<file path="src/hdl/frac_pkg.sv">
// Shared types and constants for the fraction arithmetic and reduction block.
// Holds the request and result words and the controller to datapath interface.
// No dependencies.
`default_nettype none

package frac_pkg;

  localparam int DATA_W = 36;
  localparam int MUL_W  = 18;

  localparam logic [1:0] OP_ADD = 2'd0;
  localparam logic [1:0] OP_SUB = 2'd1;
  localparam logic [1:0] OP_MUL = 2'd2;
  localparam logic [1:0] OP_DIV = 2'd3;

  typedef struct packed {
    logic [1:0]         op;
    logic signed [15:0] num_a;
    logic signed [15:0] den_a;
    logic signed [15:0] num_b;
    logic signed [15:0] den_b;
  } req_t;

  typedef struct packed {
    logic signed [33:0] num_r;
    logic signed [31:0] den_r;
    logic               err;
  } rsp_t;

  typedef enum logic [4:0] {
    DP_NOP,
    DP_LOAD,
    DP_MUL_DADB_K,
    DP_GCD_DIV,
    DP_GCD_WB,
    DP_L_DIV,
    DP_L_WB,
    DP_KA_DIV,
    DP_KB_DIV,
    DP_K_WB,
    DP_PA,
    DP_PB_ADD,
    DP_PB_SUB,
    DP_MUL_NN,
    DP_MUL_DD,
    DP_MUL_ND,
    DP_MUL_DN,
    DP_GCD2_INIT,
    DP_NG_DIV,
    DP_DG_DIV,
    DP_NUM_WB,
    DP_DEN_WB,
    DP_SET_ERR
  } dp_op_t;

  typedef struct packed {
    dp_op_t op;
  } frac_cmd_t;

  typedef struct packed {
    logic [1:0] opc;
    logic       err_in;
    logic       x_zero;
    logic       y_zero;
    logic       div_done;
  } frac_sts_t;

  typedef enum logic [4:0] {
    ST_IDLE,
    ST_CHK,
    ST_MDD,
    ST_G1_TEST,
    ST_G1_WAIT,
    ST_L,
    ST_L_WAIT,
    ST_KA,
    ST_KA_WAIT,
    ST_PA,
    ST_KB,
    ST_KB_WAIT,
    ST_PB,
    ST_M1,
    ST_M2,
    ST_G2_INIT,
    ST_G2_TEST,
    ST_G2_WAIT,
    ST_NG,
    ST_NG_WAIT,
    ST_DG,
    ST_DG_WAIT,
    ST_ERR,
    ST_DONE
  } state_t;

endpackage

`default_nettype wire

</file>
<file path="src/hdl/fraction_arith_reduce_top.sv">
// Top level of the fraction arithmetic and reduction block.
// Depends on frac_pkg, frac_ctrl and frac_dp.
`default_nettype none

// A word is taken when start is high and busy is low; busy then stays high until
// the result word has been shown. The result is on rsp for exactly one cycle with
// valid high and cannot be stalled. The work is done by passes through the shared
// one-bit-per-cycle divider: add and subtract use it for the denominator gcd
// steps and three divisions, and all operations use it for the reducing gcd steps
// and two final divisions.
module fraction_arith_reduce_top #(
  parameter int VALUE_WIDTH = 16
) (
  input  wire logic           clk,
  input  wire logic           rst,
  input  wire logic           start,
  input  wire frac_pkg::req_t req,
  output logic                busy,
  output logic                valid,
  output frac_pkg::rsp_t      rsp
);
  import frac_pkg::*;

  frac_cmd_t cmd;
  frac_sts_t sts;

  frac_ctrl u_ctrl (
    .clk   (clk),
    .rst   (rst),
    .start (start),
    .sts   (sts),
    .cmd   (cmd),
    .busy  (busy),
    .valid (valid)
  );

  frac_dp #(
    .VALUE_WIDTH (VALUE_WIDTH)
  ) u_dp (
    .clk (clk),
    .rst (rst),
    .req (req),
    .cmd (cmd),
    .sts (sts),
    .rsp (rsp)
  );

endmodule

`default_nettype wire

</file>
<file path="src/hdl/frac_div.sv">
// Iterative signed divider with truncating quotient and remainder, one bit per cycle.
// Depends on frac_pkg for the data width.
`default_nettype none

module frac_div (
  input  wire logic                               clk,
  input  wire logic                               rst,
  input  wire logic                               start,
  input  wire logic signed [frac_pkg::DATA_W-1:0] a,
  input  wire logic signed [frac_pkg::DATA_W-1:0] b,
  output logic signed [frac_pkg::DATA_W-1:0]      q,
  output logic signed [frac_pkg::DATA_W-1:0]      r,
  output logic                                    done
);
  import frac_pkg::*;

  localparam int CW = $clog2(DATA_W + 1);

  logic            busy;
  logic [CW-1:0]   cnt;
  logic [DATA_W-1:0] rem, quo, ub;
  logic            qneg, rneg;
  logic [DATA_W:0] rs, diff;
  logic [DATA_W-1:0] abs_a, abs_b;

  assign abs_a = a[DATA_W-1] ? DATA_W'(-a) : DATA_W'(a);
  assign abs_b = b[DATA_W-1] ? DATA_W'(-b) : DATA_W'(b);
  assign rs    = {rem, quo[DATA_W-1]};
  assign diff  = rs - {1'b0, ub};

  always_ff @(posedge clk) begin
    if (rst) begin
      busy <= 1'b0;
      done <= 1'b0;
    end else begin
      done <= 1'b0;
      if (start) begin
        busy <= 1'b1;
        cnt  <= CW'(DATA_W);
        rem  <= '0;
        quo  <= abs_a;
        ub   <= abs_b;
        qneg <= a[DATA_W-1] ^ b[DATA_W-1];
        rneg <= a[DATA_W-1];
      end else if (busy) begin
        if (!diff[DATA_W]) begin
          rem <= diff[DATA_W-1:0];
          quo <= {quo[DATA_W-2:0], 1'b1};
        end else begin
          rem <= rs[DATA_W-1:0];
          quo <= {quo[DATA_W-2:0], 1'b0};
        end
        cnt <= cnt - CW'(1);
        if (cnt == CW'(1)) begin
          busy <= 1'b0;
          done <= 1'b1;
        end
      end
    end
  end

  assign q = qneg ? -$signed(quo) : $signed(quo);
  assign r = rneg ? -$signed(rem) : $signed(rem);

endmodule

`default_nettype wire

</file>
<file path="src/hdl/frac_dp.sv">
// Datapath: operand registers, one shared 18x18 multiplier and the iterative divider.
// Depends on frac_pkg and frac_div.
`default_nettype none

module frac_dp #(
  parameter int VALUE_WIDTH = 16
) (
  input  wire logic              clk,
  input  wire logic              rst,
  input  wire frac_pkg::req_t    req,
  input  wire frac_pkg::frac_cmd_t cmd,
  output frac_pkg::frac_sts_t    sts,
  output frac_pkg::rsp_t         rsp
);
  import frac_pkg::*;

  localparam int SH = 64 - VALUE_WIDTH;

  function automatic logic signed [MUL_W-1:0] sext(input logic [15:0] f);
    logic signed [63:0] t;
    t = signed'({48'b0, f} << SH);
    t = t >>> SH;
    return t[MUL_W-1:0];
  endfunction

  logic [1:0]                opc;
  logic signed [MUL_W-1:0]   na, da, nb, db;
  logic signed [DATA_W-1:0]  x, y, k, num, den;
  logic                      err;

  logic signed [MUL_W-1:0]   ma, mb;
  logic signed [DATA_W-1:0]  prod;
  logic                      div_start;
  logic signed [DATA_W-1:0]  div_a, div_b, div_q, div_r;
  logic                      div_done;

  always_comb begin
    ma = na;
    mb = k[MUL_W-1:0];
    case (cmd.op)
      DP_MUL_DADB_K: begin ma = da; mb = db; end
      DP_PB_ADD,
      DP_PB_SUB:     begin ma = nb; mb = k[MUL_W-1:0]; end
      DP_MUL_NN:     begin ma = na; mb = nb; end
      DP_MUL_DD:     begin ma = da; mb = db; end
      DP_MUL_ND:     begin ma = na; mb = db; end
      DP_MUL_DN:     begin ma = da; mb = nb; end
      default:       begin ma = na; mb = k[MUL_W-1:0]; end
    endcase
  end

  assign prod = DATA_W'(ma * mb);

  always_comb begin
    div_start = 1'b1;
    div_a     = y;
    div_b     = x;
    case (cmd.op)
      DP_GCD_DIV: begin div_a = y;   div_b = x; end
      DP_L_DIV:   begin div_a = k;   div_b = y; end
      DP_KA_DIV:  begin div_a = den; div_b = DATA_W'(da); end
      DP_KB_DIV:  begin div_a = den; div_b = DATA_W'(db); end
      DP_NG_DIV:  begin div_a = num; div_b = y; end
      DP_DG_DIV:  begin div_a = den; div_b = y; end
      default:    div_start = 1'b0;
    endcase
  end

  frac_div u_div (
    .clk   (clk),
    .rst   (rst),
    .start (div_start),
    .a     (div_a),
    .b     (div_b),
    .q     (div_q),
    .r     (div_r),
    .done  (div_done)
  );

  always_ff @(posedge clk) begin
    case (cmd.op)
      DP_LOAD: begin
        opc <= req.op;
        na  <= sext(req.num_a);
        da  <= sext(req.den_a);
        nb  <= sext(req.num_b);
        db  <= sext(req.den_b);
        err <= 1'b0;
      end
      DP_MUL_DADB_K: begin
        k <= prod;
        x <= DATA_W'(da);
        y <= DATA_W'(db);
      end
      DP_GCD_WB: begin
        y <= x;
        x <= div_r;
      end
      DP_L_WB:   den <= div_q;
      DP_K_WB:   k   <= div_q;
      DP_PA:     num <= prod;
      DP_PB_ADD: num <= num + prod;
      DP_PB_SUB: num <= num - prod;
      DP_MUL_NN,
      DP_MUL_ND: num <= prod;
      DP_MUL_DD,
      DP_MUL_DN: den <= prod;
      DP_GCD2_INIT: begin
        x <= num;
        y <= den;
      end
      DP_NUM_WB: num <= div_q;
      DP_DEN_WB: den <= div_q;
      DP_SET_ERR: begin
        err <= 1'b1;
        num <= '0;
        den <= '0;
      end
      default: ;
    endcase
  end

  assign sts.opc      = opc;
  assign sts.err_in   = (da == '0) || (db == '0) || ((opc == OP_DIV) && (nb == '0));
  assign sts.x_zero   = (x == '0);
  assign sts.y_zero   = (y == '0);
  assign sts.div_done = div_done;

  assign rsp.num_r = num[33:0];
  assign rsp.den_r = den[31:0];
  assign rsp.err   = err;

endmodule

`default_nettype wire

</file>
<file path="src/hdl/frac_ctrl.sv">
// Controller state machine that sequences the datapath for one operation.
// Depends on frac_pkg.
`default_nettype none

module frac_ctrl (
  input  wire logic                clk,
  input  wire logic                rst,
  input  wire logic                start,
  input  wire frac_pkg::frac_sts_t sts,
  output frac_pkg::frac_cmd_t      cmd,
  output logic                     busy,
  output logic                     valid
);
  import frac_pkg::*;

  state_t state, state_next;

  always_ff @(posedge clk) begin
    if (rst) begin
      state <= ST_IDLE;
    end else begin
      state <= state_next;
    end
  end

  always_comb begin
    state_next = state;
    cmd.op     = DP_NOP;
    busy       = (state != ST_IDLE);
    valid      = 1'b0;
    case (state)
      ST_IDLE: begin
        if (start) begin
          cmd.op     = DP_LOAD;
          state_next = ST_CHK;
        end
      end
      ST_CHK: begin
        if (sts.err_in) begin
          state_next = ST_ERR;
        end else if (sts.opc == OP_ADD || sts.opc == OP_SUB) begin
          state_next = ST_MDD;
        end else begin
          state_next = ST_M1;
        end
      end
      ST_MDD: begin
        cmd.op     = DP_MUL_DADB_K;
        state_next = ST_G1_TEST;
      end
      ST_G1_TEST: begin
        if (sts.x_zero) begin
          state_next = ST_L;
        end else begin
          cmd.op     = DP_GCD_DIV;
          state_next = ST_G1_WAIT;
        end
      end
      ST_G1_WAIT: begin
        if (sts.div_done) begin
          cmd.op     = DP_GCD_WB;
          state_next = ST_G1_TEST;
        end
      end
      ST_L: begin
        cmd.op     = DP_L_DIV;
        state_next = ST_L_WAIT;
      end
      ST_L_WAIT: begin
        if (sts.div_done) begin
          cmd.op     = DP_L_WB;
          state_next = ST_KA;
        end
      end
      ST_KA: begin
        cmd.op     = DP_KA_DIV;
        state_next = ST_KA_WAIT;
      end
      ST_KA_WAIT: begin
        if (sts.div_done) begin
          cmd.op     = DP_K_WB;
          state_next = ST_PA;
        end
      end
      ST_PA: begin
        cmd.op     = DP_PA;
        state_next = ST_KB;
      end
      ST_KB: begin
        cmd.op     = DP_KB_DIV;
        state_next = ST_KB_WAIT;
      end
      ST_KB_WAIT: begin
        if (sts.div_done) begin
          cmd.op     = DP_K_WB;
          state_next = ST_PB;
        end
      end
      ST_PB: begin
        cmd.op     = (sts.opc == OP_ADD) ? DP_PB_ADD : DP_PB_SUB;
        state_next = ST_G2_INIT;
      end
      ST_M1: begin
        cmd.op     = (sts.opc == OP_MUL) ? DP_MUL_NN : DP_MUL_ND;
        state_next = ST_M2;
      end
      ST_M2: begin
        cmd.op     = (sts.opc == OP_MUL) ? DP_MUL_DD : DP_MUL_DN;
        state_next = ST_G2_INIT;
      end
      ST_G2_INIT: begin
        cmd.op     = DP_GCD2_INIT;
        state_next = ST_G2_TEST;
      end
      ST_G2_TEST: begin
        if (!sts.x_zero) begin
          cmd.op     = DP_GCD_DIV;
          state_next = ST_G2_WAIT;
        end else if (sts.y_zero) begin
          state_next = ST_ERR;
        end else begin
          state_next = ST_NG;
        end
      end
      ST_G2_WAIT: begin
        if (sts.div_done) begin
          cmd.op     = DP_GCD_WB;
          state_next = ST_G2_TEST;
        end
      end
      ST_NG: begin
        cmd.op     = DP_NG_DIV;
        state_next = ST_NG_WAIT;
      end
      ST_NG_WAIT: begin
        if (sts.div_done) begin
          cmd.op     = DP_NUM_WB;
          state_next = ST_DG;
        end
      end
      ST_DG: begin
        cmd.op     = DP_DG_DIV;
        state_next = ST_DG_WAIT;
      end
      ST_DG_WAIT: begin
        if (sts.div_done) begin
          cmd.op     = DP_DEN_WB;
          state_next = ST_DONE;
        end
      end
      ST_ERR: begin
        cmd.op     = DP_SET_ERR;
        state_next = ST_DONE;
      end
      ST_DONE: begin
        valid      = 1'b1;
        state_next = ST_IDLE;
      end
      default: state_next = ST_IDLE;
    endcase
  end

endmodule

`default_nettype wire

</file>
<file path="config.mk">
export PLATFORM = sky130hd
export DESIGN_NAME = fraction_arith_reduce_top
export DESIGN_NICKNAME = d
export VERILOG_FILES = /design/src/hdl/frac_pkg.sv /design/src/hdl/fraction_arith_reduce_top.sv /design/src/hdl/frac_div.sv /design/src/hdl/frac_dp.sv /design/src/hdl/frac_ctrl.sv
export SDC_FILE = /design/constraint.sdc
export NUM_CORES = 2
export LEC_CHECK = 0
export ABC_AREA = 1
export BUFFER_PORTS_ARGS = -buffer_cell sky130_fd_sc_hd__buf_2
export CAP_MARGIN = 10
export CORE_UTILIZATION = 25
export DETAILED_ROUTE_END_ITERATION = 8
export PLACE_DENSITY = 0.36
export RECOVER_POWER = 100
export SLEW_MARGIN = 10
export SYNTH_ARGS = -nofsm -noshare
export SYNTH_HDL_FRONTEND = slang
export SYNTH_SLANG_ARGS = --single-unit
</file>
<file path="constraint.sdc">
create_clock -name clk -period 15.28 [get_ports clk]
set_clock_uncertainty 0.05 [all_clocks]
set_input_delay 1.528 -clock clk [delete_from_list [all_inputs] [get_ports clk]]
set_output_delay 1.528 -clock clk [all_outputs]
set_load 0.005 [all_outputs]
</file>
==> results.yml <==
status:
  status: "finished with violations"
  violations: "DRC, capacitance limit, slew limit"
timing:
  rsz0062_at_grt: "false"
  maxSlewHeadroom_pct: -145
  finalCritPeriodShare_pct: 85.3
  max_freq_ghz: 0.0768
  worstMarginPinSlew_ns: 3.67
  finalSetupViolCount: 0
  fin_crit_ns: 13.03
  hold_violations: 0
  tns_ns: 0
  drv_slew: 670
floorplan:
  die_w_um: 396
  coreArea_um2: 154000
  ios: 138
  dieArea_um2: 157000
  initial_core_util_pct: 25.2
  die_y_um: 396
  num_rows: 144
worst_setup_path:
  cp_cell_sequence: "inv_1, nand2_1, nor2_1, nand2_1, nand3_1, nor2_1, clkinvlp_2, o21ai_0, inv_1, nand2_1, nand2_1, nor2_1, nor2_1"
  endpoint_kind: "flip-flop"
  crit_arrival_ns: 13.34
  cpPeakStageDelay_ns: 3.70
  startpoint_type: "flip-flop"
  critPathSlowestCell: "clkinvlp_2"
  worstPathRequired_ns: 15.59
  r2r_cells: 13
  path_class: "flip-flop to flip-flop"
  crit_path_max_fanout: 79
  r2r_slack_ns: 2.25
logic_synthesis:
  synth_compound_area_share_pct: 11.6
  ys_types: 64
  synth_top_family_by_area: "simple AND/OR/NAND/NOR gates"
  avgSynthCellArea_um2: 7.79
  synth-adder-area-share_pct: 21.3
  synth.area.top_cells: "edfxtp_1, fa_1, nand2_1, inv_1, ha_1"
  syn_inst: 4995
  synth_top_area_cell: "edfxtp_1"
  muxShareOfSynthArea_pct: 0
  ys_seq_area_share_pct: 28.4
  synth_top_area_share_pct: 28.0
  synth_edf_count: 363
  netlist_area_um2: 38900
  synth_ff_type: "edfxtp_1"
  async_flop_share_pct: 0
  yosys_warnings: 0
  ys_ff_latch: 370
  synth_xor_area_share_pct: 4.73
  syn_nets: 5541
  synthSimpleGateAreaFrac_pct: 23.0
place:
  placed_cells: 7023
  placed_area_um2: 41500
  io_buffers: 137
  dp_hpwl_um: 139000
  place_congestion: 0.906
clocking:
  tritoncts: "built"
  cts_buffers: 50
  path_clk_slew_ns: 0.06
  clk_latency_ns: 0.63
  ctsResizeCount: 0
  cts.sinks: 370
  cts_buffer_depth: 3
  cts_setup_buffers: 0
  h-tree-depth: 2
  cts.hold.buffers_added: 0
  cts-root-buf: "clkbuf_16"
route:
  drt_iter0_markers: 2624
  via_per_inst: 4.79
  dr.pass1.iters: 8
  vias: 34097
  drc: 20
  ant_nets: 0
  drt-total-wl_um: 169000
  routedWlPerCell_um: 23.8
hold_path:
  hold_path_depth: 2
  worstHoldPathType: "flip-flop to flip-flop"
grt:
  antenna_found_initial: 9
  grt_pass1_wl_um: 247000
  grt_pass1_vias: 35096
  grt_use_total_pct: 21.4
  grt.overflow.total: 0
  grt_max_degree: 80
finish:
  fillerInstances: 17086
  drive_gt1_share_pct: 5.94
  nets: 5577
  stdcell_count: 7115
  design_area_um2: 43000
  fin_util_pct: 27.9
  multi_input_area_um2: 23500
  register_area_um2: 11000
  synthToLayoutAreaGrowth_pct: 10.5
job:
  maxCapViolCount: 15
[worst paths after layout]
path	start	end
max reg2reg	u_ctrl.state[3]$_SDFFE_PP0P_	u_dp.u_div.ub[32]$_DFFE_PP_
max	u_ctrl.state[3]$_SDFFE_PP0P_	u_dp.u_div.ub[32]$_DFFE_PP_
min reg2reg	u_dp.u_div.busy$_SDFF_PP0_	u_dp.u_div.done$_SDFF_PP0_
min	u_dp.u_div.busy$_SDFF_PP0_	u_dp.u_div.done$_SDFF_PP0_
[cell usage after synthesis (all sizes together), types with 68 or more instances]
library cell	count
nand2	1258
inv	820
nor2	499
edfxtp	363
o21ai	314
fa	309
a21oi	213
nand3	201
ha	168
xor2	142
buf	111
clkbuf	95
nand4	73
xnor2	68
[stage by stage]
step                      setup slack, ns  hold slack [ns]
after global routing                 1.02            0.429
after detailed placement             3.04            0.455
after CTS                            3.04            0.461
final                                2.25            0.396
after global placement               2.95            0.454
after floorplan                      5.38            0.373
[critical path: cells and delay by family (launching register included)]
family,cells,cell delay [ns]
AOI/OAI and AO/OA,1,2.47
DFF,1,0.49
buffers and inverters,3,4.75
and+or+nand+nor,9,4.95
[area by class of cell]
| class | count | share of cell area, % |
|---|---|---|
| tap | 2044 | 5.95 |
| multi-input combinational | 3587 | 54.7 |
| timing repair buffer | 190 | 2.25 |
| antenna | 2 | 0.0116 |
| clock inverter | 36 | 1.16 |
| sequential | 370 | 25.7 |
| clock buffer | 54 | 2.99 |
| inverter | 832 | 7.28 |
[flip-flops by register name, summed over array words and instances, names as in the netlist, 6 cells and up]
register and count:
u_dp.u_div.ub 36, u_dp.x 36, u_dp.y 36, u_dp.den 36
u_dp.db 16, u_dp.da 16, u_dp.nb 16, u_dp.u_div.cnt 6
u_dp.u_div.quo 36, u_dp.k 36, u_dp.num 36, u_dp.na 16
u_dp.u_div.rem 36
[routing by layer]
layer	GRT usage, %	wire length, um	up-vias
met3	1.70	6910	156
met4	4.96	3990	0
met1	28.7	76200	16922
met2	37.1	82300	856
li1	-	-	16163
met5	0	0	-
[layout by cell type (no fill, tap or decap), types with 15 or more instances in the layout]
master / instances
inv_1: 803
xor2_1: 142
buf_2: 82
nand3_1: 199
nand4_1: 71
ha_1: 168
o21ai_1: 46
a21o_1: 15
clkinv_1: 19
a22oi_1: 20
o22ai_1: 34
o211ai_1: 43
clkbuf_16: 51
o221ai_1: 47
buf_4: 40
or2_2: 15
edfxtp_1: 363
clkbuf_1: 71
a21oi_1: 199
o21ai_0: 254
nor2_1: 481
fa_1: 309
nand2_1: 1249
xnor2_1: 68
nor4_1: 33
a31oi_1: 18
nor3_1: 42
[cell families after synthesis]
logic type	count (synthesis)
and+or+nand+nor	2145
buffers and inverters	1038
AOI/OAI and AO/OA	755
adders and majority gates	477
DFF	370
xor gates and xnor gates	210
Power is left out: the tool's default activity adds up to more than one toggle a clock period on the data nets, which glitch-free logic cannot reach.
